## src/hw/rtl/ax25_frame_header_check_unit_macros.svh

```systemverilog
// Assertion macros for the AX.25 frame header check unit
`ifndef AX25_FRAME_HEADER_CHECK_UNIT_MACROS_SVH
`define AX25_FRAME_HEADER_CHECK_UNIT_MACROS_SVH

`ifndef SYNTHESIS

`define AX25FHC_ASSERT_SAME(lbl, ante, cons) \
  lbl: assert property (@(posedge clk_i) disable iff (!rst_ni) (ante) |-> (cons)) \
    else $error("ax25fhc: same-cycle check failed");

`define AX25FHC_ASSERT_NEXT(lbl, ante, cons) \
  lbl: assert property (@(posedge clk_i) disable iff (!rst_ni) (ante) |=> (cons)) \
    else $error("ax25fhc: next-cycle check failed");

`else

`define AX25FHC_ASSERT_SAME(lbl, ante, cons)

`define AX25FHC_ASSERT_NEXT(lbl, ante, cons)

`endif

`endif

```

## src/hw/rtl/ax25fhc_pkg.sv

```systemverilog
// Shared types, constants and the CRC byte step of the frame header check
package ax25fhc_pkg;

  localparam int unsigned MaxAddrFieldsDef = 10;
  localparam int unsigned FcW = 5;
  localparam int unsigned CntW = 9;
  localparam int unsigned QueueDepth = 2;

  localparam logic [15:0] CrcInit = 16'hFFFF;
  localparam logic [15:0] CrcPoly = 16'h1021;
  localparam logic [CntW-1:0] CntMax = 9'd511;
  localparam logic [CntW-1:0] MinFrameLen = 9'd14;
  localparam logic [CntW-1:0] SsidPos = 9'd13;
  localparam logic [7:0] MaxFrameLenRst = 8'd255;

  localparam logic [1:0] CFG_CHECK_FCS = 2'd0;
  localparam logic [1:0] CFG_MAX_FRAME_LEN = 2'd1;

  typedef struct packed {
    logic       valid;
    logic [1:0] index;
    logic [7:0] data;
  } cfg_wr_t;

  typedef struct packed {
    logic [CntW-1:0] len;
    logic [FcW-1:0]  fields;
    logic            fcs_ok;
    logic            ext;
    logic [7:0]      used;
    logic            cseen;
    logic [7:0]      ctrl;
    logic [3:0]      ssid;
  } frame_sum_t;

  function automatic logic [15:0] crc_byte(input logic [15:0] crc, input logic [7:0] b);
    logic [15:0] c;
    c = crc ^ {b, 8'h00};
    for (int k = 0; k < 8; k++) begin
      if (c[15]) begin
        c = {c[14:0], 1'b0} ^ CrcPoly;
      end else begin
        c = {c[14:0], 1'b0};
      end
    end
    return c;
  endfunction

endpackage

```

## src/hw/rtl/ax25fhc_front.sv

```systemverilog
// Byte front end: CRC, trailer delay, address field scan and frame summary
module ax25fhc_front import ax25fhc_pkg::*; #(
  parameter int unsigned MAX_ADDR_FIELDS = MaxAddrFieldsDef
) (
  input  logic       clk_i,
  input  logic       rst_ni,
  input  logic       in_valid_i,
  output logic       in_ready_o,
  input  logic [7:0] data_byte_i,
  input  logic       last_byte_i,
  output logic       sum_valid_o,
  input  logic       sum_ready_i,
  output frame_sum_t sum_o
);

  localparam logic [FcW-1:0] MaxFields = FcW'(MAX_ADDR_FIELDS);

  logic [15:0]     crc_q, crc_d;
  logic [7:0]      dly0_q, dly1_q;
  logic [CntW-1:0] cnt_q, cnt_d;
  logic [FcW-1:0]  fc_q, fc_d, fc_inc, fc_rep;
  logic            scan_q, scan_d, ext_q, ext_d;
  logic [7:0]      used_q, used_d;
  logic [3:0]      ssid_q, ssid_d;
  logic [7:0]      ctrl_q, ctrl_d;
  logic            cseen_q, cseen_d;
  logic [CntW-1:0] fc_ext, base;
  logic            field_end, accept;

  assign in_ready_o = sum_ready_i;
  assign accept     = in_valid_i & in_ready_o;

  assign fc_ext = {{(CntW-FcW){1'b0}}, fc_q};
  assign base   = (fc_ext << 3) - fc_ext;
  assign fc_inc = fc_q + FcW'(1);
  assign fc_rep = fc_q - FcW'(2);

  always_comb begin
    crc_d   = (cnt_q >= CntW'(2)) ? crc_byte(crc_q, dly0_q) : crc_q;
    cnt_d   = (cnt_q < CntMax) ? cnt_q + CntW'(1) : cnt_q;
    ssid_d  = (cnt_q == SsidPos) ? data_byte_i[4:1] : ssid_q;
    ctrl_d  = ctrl_q;
    cseen_d = cseen_q;
    fc_d    = fc_q;
    scan_d  = scan_q;
    ext_d   = ext_q;
    used_d  = used_q;
    if (cnt_q == base) begin
      ctrl_d  = data_byte_i;
      cseen_d = 1'b1;
    end
    field_end = !scan_q && (fc_q < MaxFields) && (cnt_q == base + CntW'(6));
    if (field_end) begin
      if ((fc_q >= FcW'(2)) && (fc_rep < FcW'(8)) && data_byte_i[7]) begin
        used_d[fc_rep[2:0]] = 1'b1;
      end
      fc_d    = fc_inc;
      cseen_d = 1'b0;
      if (data_byte_i[0]) begin
        ext_d  = 1'b1;
        scan_d = 1'b1;
      end
      if (fc_inc >= MaxFields) begin
        scan_d = 1'b1;
      end
    end
  end

  always_comb begin
    sum_o.len    = cnt_d;
    sum_o.fields = fc_d;
    sum_o.fcs_ok = (cnt_d >= CntW'(2)) && (crc_d == {data_byte_i, dly1_q});
    sum_o.ext    = ext_d;
    sum_o.used   = used_d;
    sum_o.cseen  = cseen_d;
    sum_o.ctrl   = ctrl_d;
    sum_o.ssid   = ssid_d;
  end

  assign sum_valid_o = in_valid_i & last_byte_i;

  always_ff @(posedge clk_i or negedge rst_ni) begin
    if (!rst_ni) begin
      crc_q   <= CrcInit;
      dly0_q  <= '0;
      dly1_q  <= '0;
      cnt_q   <= '0;
      fc_q    <= '0;
      scan_q  <= 1'b0;
      ext_q   <= 1'b0;
      used_q  <= '0;
      ssid_q  <= '0;
      ctrl_q  <= '0;
      cseen_q <= 1'b0;
    end else if (accept) begin
      if (last_byte_i) begin
        crc_q   <= CrcInit;
        dly0_q  <= '0;
        dly1_q  <= '0;
        cnt_q   <= '0;
        fc_q    <= '0;
        scan_q  <= 1'b0;
        ext_q   <= 1'b0;
        used_q  <= '0;
        ssid_q  <= '0;
        ctrl_q  <= '0;
        cseen_q <= 1'b0;
      end else begin
        crc_q   <= crc_d;
        dly0_q  <= dly1_q;
        dly1_q  <= data_byte_i;
        cnt_q   <= cnt_d;
        fc_q    <= fc_d;
        scan_q  <= scan_d;
        ext_q   <= ext_d;
        used_q  <= used_d;
        ssid_q  <= ssid_d;
        ctrl_q  <= ctrl_d;
        cseen_q <= cseen_d;
      end
    end
  end

endmodule

```

## src/hw/rtl/ax25fhc_queue.sv

```systemverilog
// Short summary queue between front end and result stage
module ax25fhc_queue import ax25fhc_pkg::*; (
  input  logic       clk_i,
  input  logic       rst_ni,
  input  logic       wr_valid_i,
  output logic       wr_ready_o,
  input  frame_sum_t wr_data_i,
  output logic       rd_valid_o,
  input  logic       rd_ready_i,
  output frame_sum_t rd_data_o
);

  localparam int unsigned PtrW = (QueueDepth > 1) ? $clog2(QueueDepth) : 1;
  localparam int unsigned CntQW = $clog2(QueueDepth + 1);

  frame_sum_t              mem_q [QueueDepth];
  logic [PtrW-1:0]         wptr_q, rptr_q;
  logic [CntQW-1:0]        cnt_q;
  logic                    push, pop;

  assign wr_ready_o = (cnt_q < CntQW'(QueueDepth));
  assign rd_valid_o = (cnt_q != '0);
  assign push       = wr_valid_i & wr_ready_o;
  assign pop        = rd_valid_o & rd_ready_i;
  assign rd_data_o  = mem_q[rptr_q];

  always_ff @(posedge clk_i) begin
    if (push) begin
      mem_q[wptr_q] <= wr_data_i;
    end
  end

  always_ff @(posedge clk_i or negedge rst_ni) begin
    if (!rst_ni) begin
      wptr_q <= '0;
      rptr_q <= '0;
      cnt_q  <= '0;
    end else begin
      if (push) begin
        wptr_q <= (wptr_q == PtrW'(QueueDepth - 1)) ? '0 : wptr_q + PtrW'(1);
      end
      if (pop) begin
        rptr_q <= (rptr_q == PtrW'(QueueDepth - 1)) ? '0 : rptr_q + PtrW'(1);
      end
      case ({push, pop})
        2'b10:   cnt_q <= cnt_q + CntQW'(1);
        2'b01:   cnt_q <= cnt_q - CntQW'(1);
        default: cnt_q <= cnt_q;
      endcase
    end
  end

endmodule

```

## src/hw/rtl/ax25fhc_back.sv

```systemverilog
// Result stage: configuration registers, header decode and output register
module ax25fhc_back import ax25fhc_pkg::*; (
  input  logic       clk_i,
  input  logic       rst_ni,
  input  cfg_wr_t    cfg_i,
  input  logic       sum_valid_i,
  output logic       sum_ready_o,
  input  frame_sum_t sum_i,
  output logic       out_valid_o,
  input  logic       out_ready_i,
  output logic       valid_frame_o,
  output logic       fcs_ok_o,
  output logic       addr_ok_o,
  output logic [3:0] addr_fields_o,
  output logic [3:0] digi_count_o,
  output logic [7:0] digi_used_mask_o,
  output logic       has_free_digi_o,
  output logic [2:0] free_digi_o,
  output logic       has_control_o,
  output logic [7:0] control_byte_o,
  output logic [6:0] hdr_bytes_o,
  output logic [3:0] sender_ssid_o
);

  logic            check_fcs_q;
  logic [7:0]      max_len_q;
  logic            out_valid_q;
  logic            valid_d, addr_ok_d, has_next_d, has_ctrl_d;
  logic [2:0]      next_d;
  logic [FcW-1:0]  digis;
  logic [CntW-1:0] f_ext, hdr_base, hdr_d;
  logic [7:0]      cand;
  logic            load;

  logic            valid_q, fcs_q, addr_ok_q, has_next_q, has_ctrl_q;
  logic [3:0]      fields_q, digis_q, ssid_q;
  logic [7:0]      mask_q, ctrl_q;
  logic [2:0]      next_q;
  logic [6:0]      hdr_q;

  always_ff @(posedge clk_i or negedge rst_ni) begin
    if (!rst_ni) begin
      check_fcs_q <= 1'b1;
      max_len_q   <= MaxFrameLenRst;
    end else if (cfg_i.valid) begin
      case (cfg_i.index)
        CFG_CHECK_FCS:     check_fcs_q <= cfg_i.data[0];
        CFG_MAX_FRAME_LEN: max_len_q   <= cfg_i.data;
        default:           ;
      endcase
    end
  end

  assign digis    = sum_i.fields - FcW'(2);
  assign f_ext    = {{(CntW-FcW){1'b0}}, sum_i.fields};
  assign hdr_base = (f_ext << 3) - f_ext;

  always_comb begin
    addr_ok_d = (sum_i.len >= MinFrameLen) && (sum_i.fields >= FcW'(2));
    valid_d   = addr_ok_d && (sum_i.len <= {1'b0, max_len_q}) &&
                (!check_fcs_q || sum_i.fcs_ok) && sum_i.ext;
    for (int i = 0; i < 8; i++) begin
      cand[i] = (FcW'(i) < digis) && !sum_i.used[i];
    end
    has_next_d = |cand;
    next_d     = 3'd0;
    for (int i = 7; i >= 0; i--) begin
      if (cand[i]) begin
        next_d = 3'(i);
      end
    end
    has_ctrl_d = (sum_i.len >= hdr_base + CntW'(1)) && sum_i.cseen;
    hdr_d      = hdr_base;
    if (has_ctrl_d) begin
      hdr_d = (sum_i.len >= hdr_base + CntW'(2)) ? hdr_base + CntW'(2)
                                                 : hdr_base + CntW'(1);
    end
  end

  assign load        = sum_valid_i && (!out_valid_q || out_ready_i);
  assign sum_ready_o = !out_valid_q || out_ready_i;

  always_ff @(posedge clk_i or negedge rst_ni) begin
    if (!rst_ni) begin
      out_valid_q <= 1'b0;
    end else if (sum_ready_o) begin
      out_valid_q <= sum_valid_i;
    end
  end

  always_ff @(posedge clk_i) begin
    if (load) begin
      valid_q    <= valid_d;
      fcs_q      <= sum_i.fcs_ok;
      addr_ok_q  <= addr_ok_d;
      fields_q   <= addr_ok_d ? sum_i.fields[3:0] : 4'd0;
      digis_q    <= addr_ok_d ? digis[3:0] : 4'd0;
      mask_q     <= addr_ok_d ? sum_i.used : 8'd0;
      has_next_q <= addr_ok_d && has_next_d;
      next_q     <= addr_ok_d ? next_d : 3'd0;
      has_ctrl_q <= addr_ok_d && has_ctrl_d;
      ctrl_q     <= (addr_ok_d && has_ctrl_d) ? sum_i.ctrl : 8'd0;
      hdr_q      <= addr_ok_d ? hdr_d[6:0] : 7'd0;
      ssid_q     <= addr_ok_d ? sum_i.ssid : 4'd0;
    end
  end

  assign out_valid_o      = out_valid_q;
  assign valid_frame_o    = valid_q;
  assign fcs_ok_o         = fcs_q;
  assign addr_ok_o        = addr_ok_q;
  assign addr_fields_o    = fields_q;
  assign digi_count_o     = digis_q;
  assign digi_used_mask_o = mask_q;
  assign has_free_digi_o  = has_next_q;
  assign free_digi_o      = next_q;
  assign has_control_o    = has_ctrl_q;
  assign control_byte_o   = ctrl_q;
  assign hdr_bytes_o      = hdr_q;
  assign sender_ssid_o    = ssid_q;

endmodule

```

## src/hw/rtl/ax25_frame_header_check_unit.sv

```systemverilog
// Top level of the AX.25 frame header check unit
//
//   channel  direction  handshake                 transfer carries
//   in       input      in_valid_i / in_ready_o   data_byte_i, last_byte_i
//   out      output     out_valid_o / out_ready_i frame summary fields
//   cfg      input      cfg_valid_i / cfg_ready_o cfg_index_i, cfg_data_i
//
// One byte per cycle unless the queue is full; CRC and field scan run per byte.
// A summary enters the queue with the final byte, then the output register.
// Reset clears frame state and loads check_fcs = 1, max_frame_len = 255.
// Bytes stall only while the two-entry summary queue is full.
module ax25_frame_header_check_unit import ax25fhc_pkg::*; #(
  parameter int unsigned MAX_ADDR_FIELDS = MaxAddrFieldsDef
) (
  input  logic       clk_i,
  input  logic       rst_ni,
  input  logic       in_valid_i,
  output logic       in_ready_o,
  input  logic [7:0] data_byte_i,
  input  logic       last_byte_i,
  output logic       out_valid_o,
  input  logic       out_ready_i,
  output logic       valid_frame_o,
  output logic       fcs_ok_o,
  output logic       addr_ok_o,
  output logic [3:0] addr_fields_o,
  output logic [3:0] digi_count_o,
  output logic [7:0] digi_used_mask_o,
  output logic       has_free_digi_o,
  output logic [2:0] free_digi_o,
  output logic       has_control_o,
  output logic [7:0] control_byte_o,
  output logic [6:0] hdr_bytes_o,
  output logic [3:0] sender_ssid_o,
  input  logic       cfg_valid_i,
  output logic       cfg_ready_o,
  input  logic [1:0] cfg_index_i,
  input  logic [7:0] cfg_data_i
);

`include "ax25_frame_header_check_unit_macros.svh"

  frame_sum_t fe_sum, q_sum;
  logic       fe_valid, q_wr_ready, q_valid, be_ready;
  cfg_wr_t    cfg_wr;

  assign cfg_ready_o  = 1'b1;
  assign cfg_wr.valid = cfg_valid_i;
  assign cfg_wr.index = cfg_index_i;
  assign cfg_wr.data  = cfg_data_i;

  ax25fhc_front #(
    .MAX_ADDR_FIELDS(MAX_ADDR_FIELDS)
  ) u_front (
    .clk_i      (clk_i),
    .rst_ni     (rst_ni),
    .in_valid_i (in_valid_i),
    .in_ready_o (in_ready_o),
    .data_byte_i(data_byte_i),
    .last_byte_i(last_byte_i),
    .sum_valid_o(fe_valid),
    .sum_ready_i(q_wr_ready),
    .sum_o      (fe_sum)
  );

  ax25fhc_queue u_queue (
    .clk_i     (clk_i),
    .rst_ni    (rst_ni),
    .wr_valid_i(fe_valid),
    .wr_ready_o(q_wr_ready),
    .wr_data_i (fe_sum),
    .rd_valid_o(q_valid),
    .rd_ready_i(be_ready),
    .rd_data_o (q_sum)
  );

  ax25fhc_back u_back (
    .clk_i           (clk_i),
    .rst_ni          (rst_ni),
    .cfg_i           (cfg_wr),
    .sum_valid_i     (q_valid),
    .sum_ready_o     (be_ready),
    .sum_i           (q_sum),
    .out_valid_o     (out_valid_o),
    .out_ready_i     (out_ready_i),
    .valid_frame_o   (valid_frame_o),
    .fcs_ok_o        (fcs_ok_o),
    .addr_ok_o       (addr_ok_o),
    .addr_fields_o   (addr_fields_o),
    .digi_count_o    (digi_count_o),
    .digi_used_mask_o(digi_used_mask_o),
    .has_free_digi_o (has_free_digi_o),
    .free_digi_o     (free_digi_o),
    .has_control_o   (has_control_o),
    .control_byte_o  (control_byte_o),
    .hdr_bytes_o     (hdr_bytes_o),
    .sender_ssid_o   (sender_ssid_o)
  );

  `AX25FHC_ASSERT_SAME(a_valid_needs_addr, out_valid_o && valid_frame_o, addr_ok_o)
  `AX25FHC_ASSERT_SAME(a_no_addr_zero, out_valid_o && !addr_ok_o, !(|{hdr_bytes_o, addr_fields_o}))
  `AX25FHC_ASSERT_SAME(a_free_ok, out_valid_o && has_free_digi_o, !digi_used_mask_o[free_digi_o])
  `AX25FHC_ASSERT_NEXT(a_last_queued, in_valid_i && in_ready_o && last_byte_i, q_valid || out_valid_o)

endmodule

```

## config.mk

```make
export PLATFORM = sky130hd
export DESIGN_NAME = ax25_frame_header_check_unit
export DESIGN_NICKNAME = d
export VERILOG_FILES = /design/src/hw/rtl/ax25fhc_pkg.sv /design/src/hw/rtl/ax25fhc_front.sv /design/src/hw/rtl/ax25fhc_queue.sv /design/src/hw/rtl/ax25fhc_back.sv /design/src/hw/rtl/ax25_frame_header_check_unit.sv
export VERILOG_INCLUDE_DIRS = /design/src /design/src/hw/rtl
export SDC_FILE = /design/constraint.sdc
export NUM_CORES = 1
export LEC_CHECK = 0
export BUFFER_PORTS_ARGS = -buffer_cell sky130_fd_sc_hd__buf_2
export CAP_MARGIN = 20
export CORE_ASPECT_RATIO = 0.5
export CORE_MARGIN = 1
export CORE_UTILIZATION = 45
export CTS_CLUSTER_SIZE = 28
export DETAILED_ROUTE_END_ITERATION = 8
export GPL_TIMING_DRIVEN = 1
export PLACE_DENSITY = 0.59
export SLEW_MARGIN = 30
export SYNTH_ARGS = -nofsm -noshare
export SYNTH_HDL_FRONTEND = slang
export SYNTH_SLANG_ARGS = --single-unit
export TNS_END_PERCENT = 50
```

## constraint.sdc

```tcl
create_clock -name clk_i -period 6.5 [get_ports clk_i]
set_clock_uncertainty 0.15 [all_clocks]
set_input_delay 0.325 -clock clk_i [delete_from_list [all_inputs] [get_ports clk_i]]
set_output_delay 0.325 -clock clk_i [all_outputs]
set_load 0.05 [all_outputs]
```

---- Word level (Yosys, flattened, before mapping) ----
Memories as Yosys holds them, arrays and structs flattened.
Index checks and enable logic that the tools add are counted.
word-level totals
  memories ................................ 1
  bits in read-only memories .............. 0
  memory bits (writable) .................. 74
  latch bits .............................. 0
  register bits after elaboration ......... 126
  output and inout bits ................... 46
  logic and storage cells ................. 186
cells by class
  reduce and logical (&&, ||, !) cells .... 47
  bitwise logic cells ..................... 15
  $mul .................................... 0
  equality and inequality tests ........... 7
  magnitude comparators ................... 23
  multiplexer cells ....................... 49
  divide/modulo/power cells ............... 0
  shifts and indexed selects .............. 0
  add/sub/neg operators ................... 13
memories
  name           depth  width  rd ports  clocked after Yosys merged registers in  wr ports  line                 RTL
  u_queue.mem_q  2      37     1         0                                        1         ax25fhc_queue.sv:16  frame_sum_t mem_q [QueueDepth];
operators with widths
  cell                                                                count
  two-way mux 13 bit                                                  8
  two-way mux 8 bit                                                   7
  two-way mux 16 bit                                                  2
  inverter 3 bit                                                      8
  logical AND 1 bit                                                   22
  < comparator 3 x 5 -> 1 bit (first input constant)                  4
  adder 9 x 1 -> 9 bit (second input constant)                        2
  equality test 9 bit                                                 2
  greater-or-equal comparator 9 x 2 -> 1 bit (second input constant)  2
  greater-or-equal comparator 9 bit                                   2
  two-way mux 9 bit                                                   2
  subtractor 8 x 5 -> 9 bit                                           2
  equality test 16 bit                                                1
  two-way mux 1 bit                                                   16
  XOR 16 bit                                                          1
  two-way mux 7 bit                                                   2
  two-way mux 3 bit                                                   4
  logical NOT 1 bit                                                   11
  greater-or-equal comparator 5 x 2 -> 1 bit (second input constant)  2
  < comparator 1 x 5 -> 1 bit (first input constant)                  2
  < comparator 2 x 5 -> 1 bit (first input constant)                  2
  < comparator 5 x 4 -> 1 bit (second input constant)                 2
  two-way mux 5 bit                                                   2
  subtractor 5 x 2 -> 5 bit (second input constant)                   2
  33 further kinds                                                    44

---- Depth between registers and ports, before layout ----
Gate-level depths: netlist of run 1.
  word-level depth ........................ 20
  depth in mapped cells ................... 19
  gate-level depth less buffers ........... 17

---- Cells and area by module ----
Synthesis of run 1 repeated with hierarchy kept, for this count alone.
second synthesis, totals
  cell total of the unflattened synthesis .. 973
  area total of the unflattened synthesis .. 11258.3 sq um
modules (own cells, without submodules)
  module                        cells an instance  times used  area an instance (sq um)
  ax25fhc_front                 526                1           4893.4
  ax25fhc_back                  313                1           3408.3
  ax25fhc_queue                 132                1           2945.3
  ax25_frame_header_check_unit  2                  1           11.3

---- Worst setup path after synthesis of run 1 ----
OpenSTA, ideal clock, no wires.
  kind .................................... reg-to-reg
  start ................................... reg u_queue.rptr_q
  end ..................................... reg u_back.hdr_q[6] (netlist: u_back.hdr_bytes_o[6]), data pin
  stages on the path, launching flop included .. 18
  path slack .............................. 1.534 ns
  library setup time ...................... 0.147 ns
  clock period less this slack ............ 4.966 ns
  path buffers ............................ 1
  arrival ................................. 4.669 ns
  cells stage by stage .................... dfrtp_1 clkbuf_1 mux2i_1 inv_1 ha_1 a211oi_1 xnor2_1 and3_1 nand2_1 nor2_1 xor2_1 ha_1 o21a_1 nor2_1 a21oi_1 mux2_2 or4_1 a21oi_1
RTL lines
  what                    line                 RTL
  from (decl)             ax25fhc_queue.sv:17  logic [PtrW-1:0] wptr_q, rptr_q;
  from (signal assigned)  ax25fhc_queue.sv:43  rptr_q <= (rptr_q == PtrW'(QueueDepth - 1)) ? '0 : rptr_q + PtrW'(1);
  to (signal assigned)    ax25fhc_back.sv:103  hdr_q <= addr_ok_d ? hdr_d[6:0] : 7'd0;
  to (decl)               ax25fhc_back.sv:39   logic [6:0] hdr_q;

==> results.ini, run 1 <==
[timing]
holdWs_ns=0.0246
worst_pin_slew_ns=0.904
rsz0062_at_grt=no
setup_viol=0
final_max_slew_viol_count=0
finalCriticalPeriod_ns=5.46
clock.fmax_mhz=183
fin_ws_ns=1.04
finalHoldViolations=0
slew_headroom_pct=38.9
post-route-period-util_pct=84.1
tns_ns=0

[drt]
drtIter0Drc=454
wirelength_um=23900
ant_nets=0
num_vias=7347
vias_per_cell=5.57
first_pass_iters=7
drc=7
wl_per_cell_um=18.1

[power_and_ir_drop]
switching_share_pct=44.5
p_int_mw=3.79
peakVddDrop_v=0.000215
pwr-share-seq_pct=29.7
powerDensity_nw_per_um2=566
power_frac_comb_pct=54.4
clkPwrFrac_pct=16.0
power_leakage_nw=4.90
power.switching_mw=3.04

[layout]
nFillCells=2003
drive_above_1_share_pct=18.4
design_area_sq_um=12100
layout.nets=1070
final_util_pct=52.3
area_growth_pct=12.7
seq_area_sq_um=5590
diodes=0
multi_input_area_sq_um=4820

[synth]
yosysWarningCount=0
syn_inst=937
yosysTopAreaCell=edfxtp_1
ys_ff_latch=199
synth.area.top_cells=edfxtp_1 33%, dfrtp_1 14%, dfstp_2 6.1%
synth_top_area_share_pct=32.5
synth_edf_count=116
syn_avg_cell_area_sq_um=11.4
synthDistinctLibCells=70
ys_seq_area_share_pct=52.2
synthFlopType=edfxtp_1
netlist_area_sq_um=10700
synth_nets=1008
async_flop_share_pct=41.7

[placed_design]
dp_hpwl_um=16100
gp_congestion=0.916
dp_slack_ns=1.19
portBuffers=68
post_dp_cell_area_sq_um=11400

[setup_path]
cp-end-kind=flop
crit_type=flop to flop
reg2reg_depth=18
r2r_end=u_back.hdr_bytes_o[6]
critPathLaunch=u_queue.rptr_q
cp_max_fo=33
r2r_setup_slack_ns=1.04
arrival_ns=5.61
crit_required_ns=6.64
r2r_start=u_queue.rptr_q
endpoint=u_back.hdr_bytes_o[6]
cp-start-kind=flop

[clock_tree]
clk_latency_ns=0.45
cts_tree=done
cts_buffers=17
cts_sinks=199
clockBufferDepth=2
htreeDepth=4
cts_root_buf=clkbuf_16
clk_pin_slew_ns=0.07
cts-resized-gates=0

[run_status]
status=finished with violations
violations=DRC

[global_route]
grt_pass1_vias=7203
antenna_found_initial=0
grt_pass1_wl_um=38500
track_usage_pct=20.7
grt_max_degree=62
overflow=0

[die]
ios=70
core_area_sq_um=23100
dieWidth_um=220
dieArea_sq_um=24500
die_h_um=111
start_util_pct=46.4
placementRows=39

[hold_path]
hold_class=primary input to flop

[job]
drv_cap=0

[layer usage]
| layer | up-vias | part of all wire [%] | track usage (%) |
|---|---|---|---|
| li1 | 3523 | - | - |
| met1 | 3670 | 50 | 29.4 |
| met2 | 132 | 45 | 31.6 |
| met3 | 22 | 3.4 | 4.42 |
| met4 | 0 | 1.1 | 6.11 |
| met5 | - | 0 | 0 |
[cell usage after synthesis (18+ instances only)]
| cell | count |
|---|---|
| edfxtp_1 | 116 |
| nand2_1 | 85 |
| nor2_1 | 68 |
| xnor2_1 | 61 |
| dfrtp_1 | 58 |
| ha_1 | 47 |
| mux2i_1 | 39 |
| inv_1 | 37 |
| clkbuf_1 | 36 |
| mux2_2 | 33 |
| a21oi_1 | 31 |
| xor2_1 | 27 |
| dfstp_2 | 25 |
| o22a_1 | 24 |
| o21ai_0 | 22 |
| nand3b_1 | 18 |
[power groups by stage]
stage | Clock (mW) | Sequential (mW) | Combinational (mW)
6_report | 1.09 | 2.03 | 3.71
4_1_cts | 1.12 | 2.03 | 3.71
3_5_place_dp | 0 | 2.05 | 3.68
2_1_floorplan | 0 | 2.40 | 2.53
5_1_grt | 1.16 | 2.07 | 4.06
3_3_place_gp | 0 | 2.04 | 3.63
[sequential cells by signal, summed over array words and instances (netlist names), 8 cells and up]
signal                   flops
u_front.crc_q               16
u_back.max_len_q             8
u_front.ctrl_q               8
u_back.control_byte_o        8
u_front.dly0_q               8
u_front.cnt_q                9
u_front.dly1_q               8
u_front.used_q               8
u_back.digi_used_mask_o      8
u_queue.mem_q               74
[area by class of cell]
type                            count  area share, %
Timing Repair Buffer               89           4.37
Tap cell                          307           3.18
Inverter                           39           1.21
Sequential cell                   199           46.3
Multi-Input combinational cell    653           39.9
Clock buffer                       21           3.73
Clock inverter                     11           1.22
[placed cells by master, fill, tap and decap left out, drive strengths merged, types with 8 or more instances in the layout]
master	Yosys	layout
o22a	24	24
xor2	27	27
nand3b	18	18
mux2i	39	39
a21o	9	9
edfxtp	116	116
nor3	16	16
xnor2	61	61
nand3	16	16
clkbuf	36	21
nor2	68	68
o31ai	13	13
dfstp	25	25
o21ai	26	26
mux2	33	33
a21oi	31	31
ha	47	47
nor4	8	8
o21a	12	12
nand2	86	86
and2	8	8
dlygate4sd3	0	11
a211oi	8	8
a22o	14	14
buf	10	78
dfrtp	58	58
inv	38	41
[critical path, stage by stage, from the launching register on]
cell     delay, ns
dfrtp_2       0.44
buf_4         0.50
mux2i_1       0.27
buf_4         0.20
inv_1         0.13
ha_1          0.36
a21o_1        0.20
xnor2_1       0.47
and3_1        0.29
nand2_1       0.08
nor2_1        0.14
xor2_1        0.08
ha_1          0.27
o21a_1        0.11
nor2_1        0.04
a21oi_1       0.59
mux2_2        0.43
or4_1         0.39
a21oi_1       0.15
[logic make-up after synthesis]
kind of cell | Yosys count | share of synthesized area (%)
buf+inv | 85 | 3.14
flops | 199 | 52.2
mux | 72 | 7.12
other cells | 1 | 0.0350
xor+xnor | 89 | 7.41
fa+ha+maj | 47 | 5.49
compound gates | 178 | 12.2
simple gates | 266 | 12.4
[stage by stage]
| step | instances | power (mW) |
|---|---|---|
| detailed placement | 1276 | 5.73 |
| global placement | 1276 | 5.67 |
| finish | 1319 | 6.83 |
| global route | 1319 | 7.30 |
| floorplan | 937 | 4.93 |
| CTS | 1319 | 6.86 |
[how the worst min path moves through the flow]
stage | endpoint | depth (start not counted) | slack (ns) | from
3_5_place_dp | u_front.dly0_q[5] | 1 | 0.1 | rst_ni
4_1_cts | u_front.dly1_q[6] | 3 | 0.003 | data_byte_i[6]
5_1_grt | u_front.dly1_q[6] | 3 | 0.02 | data_byte_i[6]
2_1_floorplan | u_back.out_valid_o | 0 | -0.12 | rst_ni
3_3_place_gp | u_front.dly0_q[5] | 1 | 0.09 | rst_ni
6_report | u_front.dly1_q[6] | 3 | 0.02 | data_byte_i[6]
[repair_timing]
item,CTS,global route
hold buffers,11,0
endpoints found under the hold margin,32,0
setup endpoints to repair,0,0
setup buffers,0,0
Power figures use the tool's default switching activity.
==> run 2: changes to the inputs <==
PLACE_DENSITY = 0.62   (was 0.59)
clock period = 4.5 ns   (was 6.5 ns; I/O delays follow)
==> results.ini, run 2 (synthesis gave the netlist of run 1 again) <==
[timing]
clock.fmax_mhz=235  ; +28%
slew_headroom_pct=39.9  ; +0.93 points
finalCriticalPeriod_ns=4.26  ; -1.20 ns
worst_pin_slew_ns=0.890  ; -0.0137 ns
post-route-period-util_pct=94.7  ; +11 points
tns_ns=0  ; unchanged
finalHoldViolations=0  ; unchanged
final_max_slew_viol_count=0  ; unchanged
setup_viol=0  ; unchanged
rsz0062_at_grt=no

[die]
placementRows=39  ; unchanged
ios=70  ; unchanged
start_util_pct=46.4  ; unchanged
dieArea_sq_um=24500  ; unchanged
dieWidth_um=220  ; unchanged
core_area_sq_um=23100  ; unchanged
die_h_um=111  ; unchanged

[run_status]
violations=DRC
status=finished with violations

[job]
drv_cap=0  ; unchanged

[layout]
diodes=0  ; unchanged
layout.nets=1106  ; +3.4%
mostFrequentLayoutCell=edfxtp_1
biggestRegsByFlops=u_queue.mem_q (74), u_front.crc_q (16), u_front.cnt_q (9)
layout_common_cells=116 x edfxtp_1, 83 x nand2_1, 67 x buf_2
final_util_pct=54.1  ; +1.8 points
drive_above_1_share_pct=22.2  ; +3.9 points
regMostFlops=u_queue.mem_q
final_cells=1355  ; +2.7%
largest_reg_flops=74  ; unchanged
area_growth_pct=16.7

[setup_path]
crit_family=simple AND/OR/NAND/NOR gates
arrival_ns=4.40  ; -1.21 ns
crit_type=flop to flop
cp-start-kind=flop
r2r_setup_slack_ns=0.24  ; -0.80 ns
critPathLaunch=u_queue.rptr_q
r2r_end=u_back.hdr_bytes_o[6]
crit_path_cell_trace=mux2_2 -> inv_1 -> ha_2 -> a31o_2 -> a21o_4 -> xnor2_4 -> and3_4 -> nand2_1 -> nor2_2 -> xor2_1 -> ha_1 -> o21a_1 -> nor2_1 -> a21oi_2 -> mux2_2 -> or4_1 -> a21oi_1
r2r_start=u_queue.rptr_q
cp_max_fo=6  ; -82%
crit_buf_inv=1  ; -2
cpMostUsedCell=mux2_2
crit_required_ns=4.64  ; -2.00 ns
cpPeakStageDelay_ns=0.46  ; -0.13 ns
cp-end-kind=flop
critPathSlowestCell=dfrtp_2
reg2reg_depth=17  ; -1

[clock_tree]
clk_pin_slew_ns=0.07  ; about the same
cts_root_buf=clkbuf_16
cts_buffers=17  ; unchanged
clockBufferDepth=2  ; unchanged
htreeDepth=4  ; unchanged
cts_tree=done
clk_latency_ns=0.44  ; about the same
cts_sinks=199  ; unchanged

[placed_design]
dp_hpwl_um=16400  ; +1.9%
gp_congestion=0.878  ; -4.2%
portBuffers=68  ; unchanged
placed_cells=1302  ; +2.0%

[drt]
drtIter0Drc=424  ; -6.6%
vias_per_cell=5.44  ; -2.3%
ant_nets=0  ; unchanged
drc=11  ; +4
wl_per_cell_um=17.7  ; -2.2%
num_vias=7374  ; +0.37%
first_pass_iters=7  ; unchanged
wirelength_um=24000  ; +0.44%

[hold_path]
whs_path_depth=5  ; +2
hold_end=u_front.fc_q[3]
hold_class=primary input to flop
min_from=in_valid_i

[power_and_ir_drop]
peakVddDrop_v=0.000327  ; +52%
power.switching_mw=4.48  ; +47%
power_frac_comb_pct=56.4  ; +2.0 points
power_leakage_nw=5.09  ; +4.0%
powerDensity_nw_per_um2=815  ; +44%
pwr-share-seq_pct=28.6  ; -1.1 points
p_int_mw=5.70  ; +51%
switching_share_pct=44.0  ; -0.54 points
clkPwrFrac_pct=15.0  ; -1.0 points

[global_route]
overflow=0  ; unchanged
track_usage_pct=20.9  ; +0.20 points
grt_pass1_vias=7368  ; +2.3%
antenna_found_initial=0  ; unchanged
grt_pass1_wl_um=39000  ; +1.3%
grt_max_degree=59  ; -4.8%

[run 2: cell types whose count changed in the layout (fill, tap and decap cells not counted), sizes merged]
| cell | change |
|---|---|
| bufinv | -1 |
| dlygate4sd3 | +9 |
| buf | +27 |
| clkinvlp | -2 |
| clkbuf | +1 |
| clkinv | +2 |
[run 2: power groups by stage]
stage	Clock, mW	Combinational [mW]	Sequential (mW)
4_1_cts	1.57	5.60	2.91
5_1_grt	1.64	6.29	2.97
3_5_place_dp	0	5.55	2.95
3_3_place_gp	0	5.49	2.93
6_report	1.53	5.74	2.91
2_1_floorplan	0	3.70	3.47
[run 2: stage by stage]
step / worst slack (ns) / power, mW / area (sq um) / hold WS (ns)
3_3_place_gp: 0.155 / 8.43 / 11600 / 0.211
6_report: 0.240 / 10.2 / 12500 / 0.149
4_1_cts: 0.0592 / 10.1 / 12400 / 0.121
2_1_floorplan: 0.0185 / 7.17 / 10800 / -0.221
3_5_place_dp: 0.0965 / 8.50 / 11600 / 0.213
5_1_grt: 0.0292 / 10.9 / 12500 / 0.166
[run 2: area by class of cell]
class                           instances  area [sq um]
Fill cell                            2005         10600
Sequential cell                       199          5590
Multi-Input combinational cell        653          4940
Timing Repair Buffer                  125           837
Clock buffer                           22           474
Tap cell                              307           384
Inverter                               39           146
Clock inverter                         10           118
[run 2: routing by layer]
layer  track usage [%]  vias to the layer above  routed length, um
met5                 0                        -                  0
met4              4.46                        0                220
met3              4.99                       13               1040
met1              29.1                     3645              11600
li1                  -                     3598                  -
met2              32.9                      118              11200
[run 2: worst max path at each step]
stage / cells after the start / to / slack [ns]
after detailed placement: 15 / u_back.hdr_bytes_o[6] / 0.1
after floorplan: 14 / u_back.hdr_bytes_o[6] / 0.02
after global placement: 15 / u_back.hdr_bytes_o[6] / 0.15
after CTS: 15 / u_back.hdr_bytes_o[6] / 0.06
final: 17 / u_back.hdr_bytes_o[6] / 0.24
after global routing: 16 / u_back.hdr_bytes_o[6] / 0.03
[run 2: what timing repair did]
item	in CTS	in global routing
resized for setup	0	18
hold buffers	20	0
hold endpoints to repair	53	0
endpoints found under the setup margin	0	16
setup buffers	0	1
[run 2: worst min-delay path: stages]
cell     delay [ns]
buf_2          0.11
nand2_1        0.08
nor2_1         0.12
nand2_1        0.12
o21ai_1        0.06
==> run 3: changes to the inputs <==
ABC_AREA = 1   (was not set)
PLACE_DENSITY = 0.61   (was 0.62)
==> results.ini, run 3 <==
[run_status]
status=finished clean

[global_route]
grt_max_degree=59  ; unchanged
track_usage_pct=21.6  ; +0.74 points
antenna_found_initial=0  ; unchanged
overflow=0  ; unchanged
grt_pass1_wl_um=43600  ; +12%
grt_pass1_vias=8720  ; +18%

[synth]
synth_nets=1362  ; +35%
ys_ff_latch=199  ; unchanged
synthTopCellsByCount=372 x nand2_1, 133 x inv_1, 116 x edfxtp_1, 98 x nor2_1, 82 x nand3_1
synthDistinctLibCells=61  ; -13%
syn_inst=1291  ; +38%
yosysTopAreaCell=edfxtp_1
synth_edf_count=116  ; unchanged
ys_seq_area_share_pct=49.5  ; -2.8 points
netlist_area_sq_um=11300  ; +5.6%
syn_avg_cell_area_sq_um=8.76  ; -23%
yosysWarningCount=0  ; unchanged
synth.area.top_cells=edfxtp_1 31%, dfrtp_1 13%, nand2_1 12%
async_flop_share_pct=41.7  ; unchanged
yosysMostFrequentCell=nand2_1
synthFlopType=edfxtp_1
synth_top_area_share_pct=30.8  ; -1.7 points

[die]
start_util_pct=46.5  ; +0.079 points
dieArea_sq_um=25800  ; +5.5%
dieWidth_um=226  ; +2.7%
ios=70  ; unchanged
die_h_um=114  ; +2.7%
core_area_sq_um=24300  ; +5.4%
placementRows=40  ; +2.6%

[clock_tree]
cts_sinks=199  ; unchanged
cts_buffers=17  ; unchanged
clk_latency_ns=0.45  ; about the same
clockBufferDepth=2  ; unchanged
cts_root_buf=clkbuf_16
clk_pin_slew_ns=0.08  ; about the same
htreeDepth=4  ; unchanged
cts_tree=done

[layout]
largest_reg_flops=74  ; unchanged
design_area_sq_um=13000  ; +3.8%
final_cells=1731  ; +28%
area_growth_pct=14.8
nFillCells=2253  ; +12%
biggestRegsByFlops=u_queue.mem_q (74), u_front.crc_q (16), u_front.cnt_q (9)
regMostFlops=u_queue.mem_q
drive_above_1_share_pct=16.6  ; -5.7 points
mostFrequentLayoutCell=nand2_1
layout_common_cells=371 x nand2_1, 129 x inv_1, 116 x edfxtp_1
diodes=0  ; unchanged
layout.nets=1453  ; +31%

[setup_path]
cpPeakStageDelay_ns=0.45  ; about the same
crit_required_ns=4.55  ; -0.09 ns
cp-end-kind=flop
crit_path_cell_trace=buf_2 -> o21ai_2 -> buf_4 -> ha_1 -> nand3_1 -> or2_1 -> nand3_1 -> nand2_1 -> nor2_4 -> nand3_1 -> nor2_1 -> xnor2_1 -> ha_1 -> inv_1 -> nor3_2 -> nand2_1 -> o2111ai_1 -> nand2_2 -> buf_4 -> nor2_1 -> a21oi_1
cp-start-kind=flop
cpMostUsedCell=nand3_1
arrival_ns=4.20  ; -0.20 ns
critPathSlowestCell=dfrtp_2
crit_type=flop to flop
cp_max_fo=9  ; +3

[timing]
rsz0062_at_grt=no
clock.fmax_mhz=241  ; +2.5%
finalHoldViolations=0  ; unchanged
tns_ns=0  ; unchanged
setup_viol=0  ; unchanged
slew_headroom_pct=44.2  ; +4.4 points
final_max_slew_viol_count=0  ; unchanged
holdWs_ns=0.0298  ; -0.119 ns
finalCriticalPeriod_ns=4.16  ; -0.104 ns
post-route-period-util_pct=92.3  ; -2.3 points
worst_pin_slew_ns=0.836  ; -0.0538 ns

[placed_design]
gp_congestion=0.927  ; +5.7%
dp_hpwl_um=19200  ; +17%
placed_cells=1678  ; +29%
post_dp_cell_area_sq_um=12100  ; +4.1%
portBuffers=68  ; unchanged

[job]
drv_cap=0  ; unchanged

[hold_path]
hold_class=primary input to flop

[drt]
wirelength_um=26600  ; +11%
wl_met1_um=12800  ; +11%
first_pass_iters=5  ; -2
top_layer=met4
met3_length_um=1060  ; +1.9%
num_vias=8956  ; +21%
drc=0  ; -11
vias_per_cell=5.17  ; -4.9%
ant_nets=0  ; unchanged
wl_per_cell_um=15.4  ; -13%
drtIter0Drc=635  ; +50%
wl_met2_um=12300  ; +9.7%

## run 3: cell types whose count changed in the layout (fill, tap and decap cells not counted), moves of 15 or more
cell / before / now
buf_4: 36 / 21
nor2_1: 66 / 91
o22a_1: 24 / 0
nand2_1: 83 / 371
inv_1: 37 / 129
mux2_2: 33 / 0
nand3_1: 16 / 81
a21oi_1: 27 / 56
xnor2_1: 59 / 13
o22ai_1: 2 / 23
mux2i_1: 36 / 10
o21ai_0: 21 / 54
## run 3: cells by family (layout without fill, tap and decap cells)
logic type,count (synthesis),in the layout,synth area share [%]
DFF,199,199,49.5
buffers and inverters,181,285,6.67
xor gates and xnor gates,46,46,3.86
muxes,10,10,0.885
and+or+nand+nor,629,629,24.6
AOI/OAI and AO/OA,178,178,9.24
other,1,1,0.0332
adders and majority gates,47,47,5.20
## run 3: stage by stage
step | util, % | worst slack [ns]
5_1_grt | 53.3 | 0.00995
3_5_place_dp | 49.7 | 0.0569
3_3_place_gp | 49.4 | 0.286
2_1_floorplan | - | 0.317
6_report | 53.3 | 0.344
4_1_cts | 53.1 | 0.0697
## run 3: worst paths after layout
| path | slack [ns] | endpoint | cells after the start | start |
|---|---|---|---|---|
| worst max-delay path | 0.34 | u_back.hdr_bytes_o[0] | 21 | u_queue.rptr_q |
| worst min-delay path | 0.03 | u_front.dly1_q[3] | 3 | data_byte_i[3] |
| max in group asynchronous | 2.98 | u_back.max_len_q[2] | 3 | rst_ni |
| worst min register to register | 0.33 | u_back.max_len_q[7] | 2 | u_back.max_len_q[7] |
| worst max register to register | 0.34 | u_back.hdr_bytes_o[0] | 21 | u_queue.rptr_q |
| min in group asynchronous | 0.26 | u_front.dly0_q[5] | 2 | rst_ni |
## run 3: area by class of cell
class	count	area, sq um	share of cell area, %
clock buffer	17	425	3.28
clock inverter	15	220	1.70
inverter	144	554	4.27
multi-input combinational	911	5030	38.7
sequential	199	5590	43.1
tap	336	420	3.24
timing repair buffer	109	733	5.65
## run 3: routing by layer
layer	GRT usage (%)	vias to the layer above
met5	0	-
met4	6.76	0
met3	4.13	35
met2	34.9	165
met1	29.6	4279
li1	-	4477
## run 3: timing repair
| action | in CTS | in global routing |
|---|---|---|
| endpoints found under the setup margin | 1 | 15 |
| hold buffers | 18 | 0 |
| endpoints found under the hold margin | 60 | 0 |
| buffers inserted | 0 | 3 |
| gates resized for setup | 1 | 12 |
| pin swaps | 0 | 1 |
## run 3: worst max-delay path: cells and delay by family, from the launching register on
kind	cells	cell delay, ns
compound gates	3	0.45
xor+xnor	1	0.09
fa+ha+maj	2	0.56
buf+inv	4	0.62
flops	1	0.45
simple gates	11	1.59
Power of run 3 is left out: the tool's default activity adds up to more than one toggle a clock period on the data nets, which glitch-free logic cannot reach.
